$ cat src/hw/rtl/clock_page_replacement_core_macros.svh
// ----------------------------------------------------------------------------
// Clock page replacement core: assertion macros
// Shared assertion shorthands, sampled on clk; CPR_ASSERT is held off during rst.
// ----------------------------------------------------------------------------
`ifndef CLOCK_PAGE_REPLACEMENT_CORE_MACROS_SVH
`define CLOCK_PAGE_REPLACEMENT_CORE_MACROS_SVH

// Implication checked at every clock edge outside reset.
`define CPR_ASSERT(lbl, prop, msg) \
  lbl: assert property (@(posedge clk) disable iff (rst) (prop)) else $error(msg);

// Same, for properties that also hold while reset is applied.
`define CPR_ASSERT_ALWAYS(lbl, prop, msg) \
  lbl: assert property (@(posedge clk) (prop)) else $error(msg);

`endif

$ cat src/hw/rtl/cpr_pkg.sv
// ----------------------------------------------------------------------------
// Clock page replacement package
// Widths, request codes and sequencer states shared by the core files.
// ----------------------------------------------------------------------------
package cpr_pkg;

  localparam int MAX_FRAMES = 1024;
  localparam int ADDR_W     = $clog2(MAX_FRAMES);
  localparam int FRAME_W    = 10;
  localparam int CNT_W      = 11;

  localparam logic KIND_REF   = 1'b0;
  localparam logic KIND_FAULT = 1'b1;

  typedef enum logic [1:0] {
    ST_CLEAR,
    ST_IDLE,
    ST_CHECK,
    ST_RESULT
  } cpr_state_t;

endpackage

$ cat src/hw/rtl/cpr_req_if.sv
// ----------------------------------------------------------------------------
// Request channel
// Valid/ready channel carrying one reference or fault request per transfer.
// ----------------------------------------------------------------------------
interface cpr_req_if;
  logic                       valid;
  logic                       ready;
  logic                       kind;
  logic [cpr_pkg::FRAME_W-1:0] frame;

  modport source (output valid, kind, frame, input ready);
  modport sink   (input valid, kind, frame, output ready);
endinterface

$ cat src/hw/rtl/cpr_res_if.sv
// ----------------------------------------------------------------------------
// Result channel
// Valid/ready channel carrying one granted frame per transfer.
// ----------------------------------------------------------------------------
interface cpr_res_if;
  logic                        valid;
  logic                        ready;
  logic [cpr_pkg::FRAME_W-1:0] granted_frame;
  logic                        replaced;

  modport source (output valid, granted_frame, replaced, input ready);
  modport sink   (input valid, granted_frame, replaced, output ready);
endinterface

$ cat src/hw/rtl/cpr_ram.sv
// ----------------------------------------------------------------------------
// Generic RAM
// One write port, one read port, read data registered (old data on collision).
// ----------------------------------------------------------------------------
module cpr_ram #(
  parameter int WIDTH = 1,
  parameter int DEPTH = 1024
) (
  input  logic                     clk,
  input  logic                     wr_en,
  input  logic [$clog2(DEPTH)-1:0] wr_addr,
  input  logic [WIDTH-1:0]         wr_data,
  input  logic [$clog2(DEPTH)-1:0] rd_addr,
  output logic [WIDTH-1:0]         rd_data
);

  logic [WIDTH-1:0] mem [DEPTH];

  always_ff @(posedge clk) begin
    if (wr_en) begin
      mem[wr_addr] <= wr_data;
    end
    rd_data <= mem[rd_addr];
  end

endmodule

$ cat src/hw/rtl/clock_page_replacement_core.sv
// ----------------------------------------------------------------------------
// Clock page replacement core
// Second-chance frame chooser; referenced bits live in a 1-bit RAM.
// ----------------------------------------------------------------------------
//  channel  | dir | payload                 | transfer
//  req      | in  | kind, frame             | req.valid & req.ready
//  res      | out | granted_frame, replaced | res.valid & res.ready
//  cfg      | in  | cfg_wr_data (ring size) | cfg_wr_en
//
//  Reference and free-frame allocation: ST_IDLE, ST_RESULT, output register.
//  Victim search: ST_CHECK repeats for each frame with the bit set passed by the
//  hand; one RAM read-modify-write per cycle bounds the sweep.
//  Reset: a clearing pass over all 1024 RAM entries; req.ready stays low.
//  A stalled result holds in the output register; the next request is taken
//  meanwhile and waits in its result state until the register frees.
// ----------------------------------------------------------------------------
`include "clock_page_replacement_core_macros.svh"

module clock_page_replacement_core (
  input  logic                      clk,
  input  logic                      rst,
  cpr_req_if.sink                   req,
  cpr_res_if.source                 res,
  input  logic                      cfg_wr_en,
  input  logic [cpr_pkg::CNT_W-1:0] cfg_wr_data
);

  localparam int AW = cpr_pkg::ADDR_W;
  localparam int CW = cpr_pkg::CNT_W;
  localparam int FW = cpr_pkg::FRAME_W;

  cpr_pkg::cpr_state_t state, state_next;

  logic [CW-1:0] frames_in_use;
  logic [AW-1:0] hand, hand_next;
  logic [CW-1:0] handed, handed_next;
  logic [AW-1:0] clr_addr, clr_addr_next;
  logic          fwd, fwd_next;
  logic [FW-1:0] res_frame, res_frame_next;
  logic          res_rep, res_rep_next;

  logic          out_valid;
  logic [FW-1:0] out_frame;
  logic          out_rep;

  logic          wr_en;
  logic [AW-1:0] wr_addr;
  logic [0:0]    wr_data;
  logic [AW-1:0] rd_addr;
  logic [0:0]    rd_data;

  logic [CW-1:0] ring_n;
  logic [AW-1:0] hand_wrap;
  logic [CW-1:0] hand_inc;
  logic [AW-1:0] hand_adv;
  logic          pool_full;
  logic          accept;
  logic          bit_set;
  logic          out_load;
  logic          clr_done;
  logic          in_idle;
  logic          in_check;

  cpr_ram #(.WIDTH(1), .DEPTH(cpr_pkg::MAX_FRAMES)) u_ref_ram (
    .clk     (clk),
    .wr_en   (wr_en),
    .wr_addr (wr_addr),
    .wr_data (wr_data),
    .rd_addr (rd_addr),
    .rd_data (rd_data)
  );

  assign ring_n = (frames_in_use == '0) ? CW'(1) :
                  (frames_in_use > CW'(cpr_pkg::MAX_FRAMES)) ? CW'(cpr_pkg::MAX_FRAMES) :
                  frames_in_use;
  assign hand_wrap = ({1'b0, hand} >= ring_n) ? '0 : hand;
  assign hand_inc  = CW'(hand) + CW'(1);
  assign hand_adv  = (hand_inc >= ring_n) ? '0 : hand_inc[AW-1:0];
  assign pool_full = handed >= ring_n;
  assign accept    = req.valid && req.ready;
  assign bit_set   = rd_data[0] && !fwd;
  assign out_load  = (state == cpr_pkg::ST_RESULT) && (!out_valid || res.ready);
  assign clr_done  = clr_addr == AW'(cpr_pkg::MAX_FRAMES - 1);
  assign in_idle   = state == cpr_pkg::ST_IDLE;
  assign in_check  = state == cpr_pkg::ST_CHECK;

  assign req.ready         = state == cpr_pkg::ST_IDLE;
  assign res.valid         = out_valid;
  assign res.granted_frame = out_frame;
  assign res.replaced      = out_rep;

  // next state
  always_comb begin
    state_next = state;
    unique case (state)
      cpr_pkg::ST_CLEAR: begin
        if (clr_done) state_next = cpr_pkg::ST_IDLE;
      end
      cpr_pkg::ST_IDLE: begin
        if (accept) begin
          if (req.kind == cpr_pkg::KIND_FAULT && pool_full) begin
            state_next = cpr_pkg::ST_CHECK;
          end else begin
            state_next = cpr_pkg::ST_RESULT;
          end
        end
      end
      cpr_pkg::ST_CHECK: begin
        if (!bit_set) state_next = cpr_pkg::ST_RESULT;
      end
      cpr_pkg::ST_RESULT: begin
        if (out_load) state_next = cpr_pkg::ST_IDLE;
      end
      default: state_next = cpr_pkg::ST_CLEAR;
    endcase
  end

  // outputs and datapath
  always_comb begin
    wr_en          = 1'b0;
    wr_addr        = hand;
    wr_data        = 1'b0;
    rd_addr        = hand;
    hand_next      = hand;
    handed_next    = handed;
    clr_addr_next  = clr_addr;
    fwd_next       = 1'b0;
    res_frame_next = res_frame;
    res_rep_next   = res_rep;
    unique case (state)
      cpr_pkg::ST_CLEAR: begin
        wr_en         = 1'b1;
        wr_addr       = clr_addr;
        clr_addr_next = clr_addr + AW'(1);
      end
      cpr_pkg::ST_IDLE: begin
        if (accept) begin
          if (req.kind == cpr_pkg::KIND_REF) begin
            wr_en          = {{(CW-FW){1'b0}}, req.frame} < CW'(cpr_pkg::MAX_FRAMES);
            wr_addr        = AW'(req.frame);
            wr_data        = 1'b1;
            res_frame_next = req.frame;
            res_rep_next   = 1'b0;
          end else if (!pool_full) begin
            wr_en          = 1'b1;
            wr_addr        = handed[AW-1:0];
            handed_next    = handed + CW'(1);
            res_frame_next = FW'(handed[AW-1:0]);
            res_rep_next   = 1'b0;
          end else begin
            hand_next = hand_wrap;
            rd_addr   = hand_wrap;
          end
        end
      end
      cpr_pkg::ST_CHECK: begin
        if (bit_set) begin
          wr_en     = 1'b1;
          wr_addr   = hand;
          hand_next = hand_adv;
          rd_addr   = hand_adv;
          // one-frame ring: re-read of the entry just cleared
          fwd_next  = hand_adv == hand;
        end else begin
          res_frame_next = FW'(hand);
          res_rep_next   = 1'b1;
        end
      end
      cpr_pkg::ST_RESULT: begin
      end
      default: begin
      end
    endcase
  end

  always_ff @(posedge clk) begin
    if (rst) begin
      state         <= cpr_pkg::ST_CLEAR;
      frames_in_use <= CW'(cpr_pkg::MAX_FRAMES);
      hand          <= '0;
      handed        <= '0;
      clr_addr      <= '0;
      fwd           <= 1'b0;
      out_valid     <= 1'b0;
    end else begin
      state    <= state_next;
      hand     <= hand_next;
      handed   <= handed_next;
      clr_addr <= clr_addr_next;
      fwd      <= fwd_next;
      if (cfg_wr_en) frames_in_use <= cfg_wr_data;
      if (out_load) begin
        out_valid <= 1'b1;
      end else if (res.ready) begin
        out_valid <= 1'b0;
      end
    end
  end

  always_ff @(posedge clk) begin
    res_frame <= res_frame_next;
    res_rep   <= res_rep_next;
    if (out_load) begin
      out_frame <= res_frame;
      out_rep   <= res_rep;
    end
  end

  `CPR_ASSERT(a_check_entry, in_check |-> $past(in_idle || in_check), "bad sweep entry")
  `CPR_ASSERT(a_hand_in_ring, in_check |-> {1'b0, hand} < ring_n, "hand outside ring")
  `CPR_ASSERT(a_load_shows, out_load |=> out_frame == $past(res_frame), "result not shown")
  `CPR_ASSERT(a_handed_bound, handed <= CW'(cpr_pkg::MAX_FRAMES), "handed out beyond pool")

endmodule

$ cat src/flat_wrapper.sv
// flat-port wrapper written by rule: the top's interface ports become plain ports
module clock_page_replacement_core_flat 
  (clk, rst, cfg_wr_en, cfg_wr_data, req_valid, req_kind, req_frame, req_ready, res_valid, res_granted_frame, res_replaced, res_ready);
  cpr_req_if req_i ();
  cpr_res_if res_i ();
  input  logic clk;
  input  logic rst;
  input  logic cfg_wr_en;
  input  logic [cpr_pkg::CNT_W-1:0] cfg_wr_data;
  input wire logic [$bits(req_i.valid)-1:0] req_valid;
  input wire logic [$bits(req_i.kind)-1:0] req_kind;
  input wire logic [$bits(req_i.frame)-1:0] req_frame;
  output wire logic [$bits(req_i.ready)-1:0] req_ready;
  output wire logic [$bits(res_i.valid)-1:0] res_valid;
  output wire logic [$bits(res_i.granted_frame)-1:0] res_granted_frame;
  output wire logic [$bits(res_i.replaced)-1:0] res_replaced;
  input wire logic [$bits(res_i.ready)-1:0] res_ready;
  assign req_i.valid = req_valid;
  assign req_i.kind = req_kind;
  assign req_i.frame = req_frame;
  assign req_ready = req_i.ready;
  assign res_valid = res_i.valid;
  assign res_granted_frame = res_i.granted_frame;
  assign res_replaced = res_i.replaced;
  assign res_i.ready = res_ready;
  clock_page_replacement_core u_core (.clk(clk), .rst(rst), .req(req_i), .res(res_i), .cfg_wr_en(cfg_wr_en), .cfg_wr_data(cfg_wr_data));
endmodule
$ cat config.mk
export PLATFORM = sky130hd
export DESIGN_NAME = clock_page_replacement_core_flat
export DESIGN_NICKNAME = d
export VERILOG_FILES = /design/src/hw/rtl/cpr_pkg.sv /design/src/hw/rtl/cpr_req_if.sv /design/src/hw/rtl/cpr_res_if.sv /design/src/hw/rtl/cpr_ram.sv /design/src/hw/rtl/clock_page_replacement_core.sv /design/src/flat_wrapper.sv
export VERILOG_INCLUDE_DIRS = /design/src /design/src/hw/rtl
export SDC_FILE = /design/constraint.sdc
export NUM_CORES = 2
export LEC_CHECK = 0
export ABC_AREA = 0
export BUFFER_PORTS_ARGS = -buffer_cell sky130_fd_sc_hd__buf_2
export CORE_UTILIZATION = 55
export DETAILED_ROUTE_END_ITERATION = 10
export PLACE_DENSITY = 0.71
export SYNTH_ARGS = -nofsm -noshare
export SYNTH_HDL_FRONTEND = slang
export SYNTH_SLANG_ARGS = --single-unit
export TNS_END_PERCENT = 1
$ cat constraint.sdc
create_clock -name clk -period 63.8 [get_ports clk]
set_input_delay 6.38 -clock clk [delete_from_list [all_inputs] [get_ports clk]]
set_output_delay 6.38 -clock clk [all_outputs]
set_load 0.1 [all_outputs]
; Yosys cells after proc, flatten, opt, wreduce, memory -nomap -nowiden
; Memory sizes are Yosys's and may differ from the RTL's. A register that Yosys moved wholly into a read port is not among the register bits.
; Index checks and enable logic that the tools add are counted.
[classes]
bitwise_logic = 3
n_lt_le_gt_ge = 4
n_mux = 41
reduce_logical = 15
eq_ne = 10
n_addsub = 3
[ops]
columns = op, n
row1 = two-way mux 10 bit, 13
row2 = case mux 10 bit (2 select lines), 3
row3 = >= comparator 11 bit, 2
row4 = two-way mux 11 bit, 2
row5 = two-way mux 1 bit, 16
row6 = AND reduction 4 bit, 3
row7 = adder 10 x 1 -> 11 bit (second input constant), 1
row8 = adder 11 x 1 -> 11 bit (second input constant), 1
row9 = >= comparator 10 x 11 -> 1 bit, 1
row10 = greater-than comparator 11 bit (second input constant), 1
row11 = logical NOT 11 bit, 1
row12 = adder 10 x 1 -> 10 bit (second input constant), 1
row13 = == test 10 bit, 1
row14 = == test 10 bit (second input constant), 1
row15 = two-way mux 2 bit, 4
row16 = case mux 2 bit (4 select lines), 1
row17 = == test 2 bit (second input constant), 2
row18 = logical AND 1 bit, 4
row19 = inequality test 2 x 1 -> 1 bit (second input constant), 2
row20 = inequality test 2 bit (second input constant), 2
row21 = nonzero test 2 bit, 2
row22 = inequality test 3 bit (second input constant), 1
row23 = inverter 1 bit, 3
row24 = case mux 1 bit (3 select lines), 1
row25 = other kinds (6), 7
[word_totals]
wordCells = 88
register_bits = 68
mem_count = 1
ramBits = 1024
input_bits = 27
[memory_table]
columns = name, depth, width, read_ports, rd_clocked_by_memory_dff, write_ports, line_no
row1 = u_core.u_ref_ram.mem, 1024, 1, 1, 1, 1, cpr_ram.sv:17  ; logic [WIDTH-1:0] mem [DEPTH];

; Logic depth before layout (Yosys ltp)
[depth]
word_depth = 10
mapped_depth = 25

; Hierarchy
; Synthesis repeated with hierarchy kept, for this count alone.
[hier_totals]
hier_cells = 3594
area_unflattened_um2 = 48970.7
[by_module_without_submodules]
columns = module, instances, area_each_um2, cells_each
row1 = cpr_ram, 1, 44656.6, 3112
row2 = clock_page_replacement_core, 1, 4314.1, 482

; Worst setup path after synthesis
; OpenSTA, ideal clock, no wires.
[synth_timing]
path_type = input port to flip-flop
startpoint = input port req_valid
endpoint = memory u_core.u_ref_ram.mem[0] (data pin)
path_stages = 4
t_required_ns = 58.847
n_path_buf = 2
slack_ns = 28.402
t_arrival_ns = 30.445
cell_sequence = clkbuf_1 clkbuf_1 nand2_1 nor2_1
[synth_between]
elab_chain_len = 3
[synth_rtl]
columns = element, line_no
row1 = "start, declared", flat_wrapper.sv:10  ; input wire logic [$bits(req_i.valid)-1:0] req_valid;
row2 = logical AND 1 bit, clock_page_replacement_core.sv:80  ; assign accept = req.valid && req.ready;
row3 = two-way mux 1 bit, clock_page_replacement_core.sv:137  ; if (accept) begin
row4 = two-way mux 1 bit, clock_page_replacement_core.sv:130  ; unique case (state)
row5 = named net u_core.u_ref_ram.wr_data, cpr_ram.sv:12  ; input logic [WIDTH-1:0] wr_data,
row6 = "end, declared", cpr_ram.sv:17
; The timed path passes the listed nets, and every way through them passes these cells.

; Final worst setup path
[layout_timing]
startpoint = input port req_kind
endpoint = register u_core.u_ref_ram.rd_data, read port of u_core.u_ref_ram.mem
[layout_between]
elab_chain_len = 3
[layout_rtl]
columns = element, line_no
row1 = "start, declared", flat_wrapper.sv:11  ; input wire logic [$bits(req_i.kind)-1:0] req_kind;
row2 = two-way mux 10 bit, clock_page_replacement_core.sv:138  ; if (req.kind == cpr_pkg::KIND_REF) begin
row3 = two-way mux 10 bit, clock_page_replacement_core.sv:137
row4 = case mux 10 bit (2 select lines), clock_page_replacement_core.sv:130
row5 = "end, declared", cpr_ram.sv:14  ; output logic [WIDTH-1:0] rd_data
; No other way between the ends.
; A chain may end at the register's enable or synchronous reset.

==> impl_metrics.tcl <==
set metrics [dict create \
    place_inst 5287 \
    die_w_um 301 \
    setup_violations 0 \
    hold_viol 0 \
    drv_cap 0 \
    start_util_pct 55.5 \
    crit_cells 14 \
    io_pins 40 \
    p_switching_uw 397 \
    critPathCapture "u_core.u_ref_ram.rd_data" \
    worstReg2RegEnd "u_core.u_ref_ram.rd_data" \
    dp_hpwl_um 69000 \
    drt_iter0_drc 5196 \
    synth_area_leader_cell "edfxtp_1" \
    seqCellArea_um2 32400 \
    p_per_area_nw_per_um2 29.6 \
    yosysWarnings 0 \
    multi_input_area_um2 15100 \
    fin_worst_skew_ps 33.7 \
    synthTopCellsByArea "edfxtp_1 64%, nor2_1 8.5%, nand2_1 5.9%" \
    finish.instance_area_um2 53200 \
    period_needed_ps 10980 \
    final-max-slew-violation-count 24 \
    syn-num-nets 4471 \
    avgRoutedWirePerCell_um 25.3 \
    antenna_found_initial 0 \
    fmax_mhz 91.1 \
    reg2reg_from "u_core.hand[3]" \
    end_kind "flop" \
    nets 4299 \
    r2r_slack_ps 56550 \
    p_leak_nw 18.2 \
    violations "DRC, slew limit" \
    power_frac_seq_pct 51.1 \
    grt_usage_pct 30.6 \
    drt_first_pass_iters 8 \
    final_cells 5492 \
    grt_pass1_wl_um 205000 \
    drc 2 \
    critPathBufInv 3 \
    fillerInstances 7170 \
    tns_ps 0 \
    drive_gt1_share_pct 7.54 \
    p_clk_share_pct 39.8 \
    reg2reg_depth 22 \
    status "finished, violations left" \
    cp_cell_sequence "buf_2 -> and3_1 -> a41o_1 -> and2_4 -> buf_4 -> buf_4 -> mux2i_1 -> a32oi_1 -> and3_1 -> a31oi_1 -> o22ai_1 -> o22ai_1 -> or4_1 -> nand4_1" \
    worstMarginPinSlew_ps 1510 \
    critPathRequiredTime_ps 64430 \
    ys_types 66 \
    critical_path.top_delay_family "buffers and inverters" \
    syn-instance-count 4405 \
    finalCritPeriodShare_pct 17.2 \
    via_per_inst 6.37 \
    ant_nets 0 \
    slowest_delay_ps 860 \
    dieArea_um2 90600 \
    relSlewSlack_pct -0.379 \
    clkLatencyLatePin_ps 680 \
    ctsHoldBuffers 0 \
    cts_made_buffers 109 \
    netlist_area_um2 49200 \
    cts.htree.levels 3 \
    ys_seq_elements 1093 \
    rsz0062_at_grt "no" \
    netlist.area_leader.share_pct 63.9 \
    port-buffer-count 39 \
    core_area_um2 88500 \
    ys_seq_area_share_pct 65.8 \
    cts_buffer_depth 3 \
    die_h_um 301 \
    cts_tree "done" \
    wl_um 139000 \
    cts_root_buffer "clkbuf_16" \
    clkTransAtPathRegs_ps 60 \
    setup.worst_path.start_class "input pin" \
    grt_pass1_vias 33000 \
    post-cts-setup-buffer-count 0 \
    grt_max_degree 308 \
    peakVddDrop_mv 0.0251 \
    clock_sinks 1093 \
    async_reset_ff_share_pct 0 \
    cp_slowest_cell "buf_4" \
    cp.arrival_ps 11600 \
    startpoint "req_kind" \
    synth-edff-count 1046 \
    path_class "in2reg" \
    p_comb_share_pct 9.1 \
    vias 35000 \
    place_area_um2 49700 \
    synth-main-ff-cell "edfxtp_1" \
    cp_max_fo 69 \
    num_rows 109 \
    area_growth_pct 8.19 \
    synth_area_per_cell_um2 11.2 \
    internal-power_mw 1.18 \
    gp_congestion 0.839 \
    worstHoldPathType "reg2reg" \
    switching_share_pct 25.2 \
    cts.repair.resized 0 \
    grt-ovfl-total 0 \
]
## logic make-up (layout without fill, tap and decap cells)
family,count (synthesis),after routing,share of synthesized area (%)
other,0,1,0
AO/OA/AOI/OAI,375,375,5.89
buffers and inverters,407,328,3.88
multiplexers,214,214,4.36
adder cells (fa/ha/maj),39,39,0.993
AND/OR/NAND/NOR,2253,2253,18.6
flip-flops,1093,1093,65.8
XOR/XNOR,24,24,0.428
## layer usage
metal / share of wire [%] / up-vias / global-route usage (%)
met5: 0 / - / 0
met3: 11 / 361 / 5.90
met4: 4.3 / 0 / 12.8
li1: - / 15300 / -
met2: 46 / 2004 / 47.7
met1: 39 / 17300 / 42.1
## state kept, by name, indices dropped and copies added, names as in the netlist, 2 cells and up
name / flops
u_core.res_frame: 10
u_core.clr_addr: 10
u_core.res.granted_frame: 10
u_core.frames_in_use: 11
u_core.u_ref_ram.mem: 1024
u_core.state: 2
u_core.handed: 11
u_core.hand: 10
## worst min-delay path by stage
stage | end | cells after the start | start
after CTS | u_core.res.granted_frame[9] | 0 | u_core.res_frame[9]
after floorplan | u_core.res.granted_frame[0] | 0 | u_core.res_frame[0]
after global routing | u_core.res.granted_frame[9] | 0 | u_core.res_frame[9]
after global placement | u_core.res.granted_frame[0] | 0 | u_core.res_frame[0]
final | u_core.res.granted_frame[9] | 0 | u_core.res_frame[9]
after detailed placement | u_core.res.granted_frame[6] | 0 | u_core.res_frame[6]
## through the flow
step | worst slack [ps] | hold slack [ps] | total power [mW] | util [%]
floorplan | 28400 | 400 | 0.920 | -
global placement | 52200 | 407 | 0.957 | 56.2
detailed placement | 52190 | 418 | 0.958 | 56.2
CTS | 52910 | 430 | 1.57 | 60.1
global route | 52640 | 435 | 1.61 | 60.1
finish | 52820 | 427 | 1.57 | 60.1
## layout make-up
| type | count | share of cell area [%] |
|---|---|---|
| repair buffers | 109 | 1.47 |
| multi-input cells | 2905 | 28.3 |
| diodes | 1 | 0.00471 |
| inverters | 15 | 0.106 |
| well taps | 1165 | 2.74 |
| clock inverters | 72 | 1.13 |
| flip-flops and latches | 1093 | 60.8 |
| clock buffers | 132 | 5.37 |
## placed cells by master (no fill, tap or decap), drive strengths merged, types with 17 or more instances in the layout
master / Yosys / routed
nor2: 1109 / 1109
edfxtp: 1046 / 1046
nand2: 772 / 772
mux2i: 214 / 214
nand3: 197 / 197
a32oi: 179 / 179
clkbuf: 205 / 132
buf: 187 / 109
nand4: 83 / 83
clkinv: 0 / 56
dfxtp: 47 / 47
a31oi: 43 / 43
a21oi: 43 / 43
ha: 39 / 39
o21ai: 38 / 38
xor2: 19 / 19
and3: 18 / 18
a221oi: 17 / 17
inv: 15 / 17
## power by group through the flow
stage	logic [mW]	registers [mW]	clock network (mW)
global placement	0.137	0.819	0
floorplan	0.0749	0.845	0
finish	0.143	0.805	0.627
global route	0.148	0.805	0.657
CTS	0.139	0.804	0.630
detailed placement	0.138	0.820	0
## synthesized netlist by cell type, types with 12 or more instances
master,instances
and3_1,18
edfxtp_1,1046
nand4_1,82
mux2i_1,214
a21oi_1,41
inv_1,14
clkbuf_1,204
nor2_1,1107
a31oi_1,42
nor3_1,14
buf_2,80
nand3_1,197
nand2_1,772
a32oi_1,179
and2_1,12
buf_1,59
nor2b_1,14
buf_4,32
xor2_1,19
dfxtp_1,47
o21ai_0,33
ha_1,39
a221oi_1,16
No activity file was read; power rests on OpenSTA's default activity.
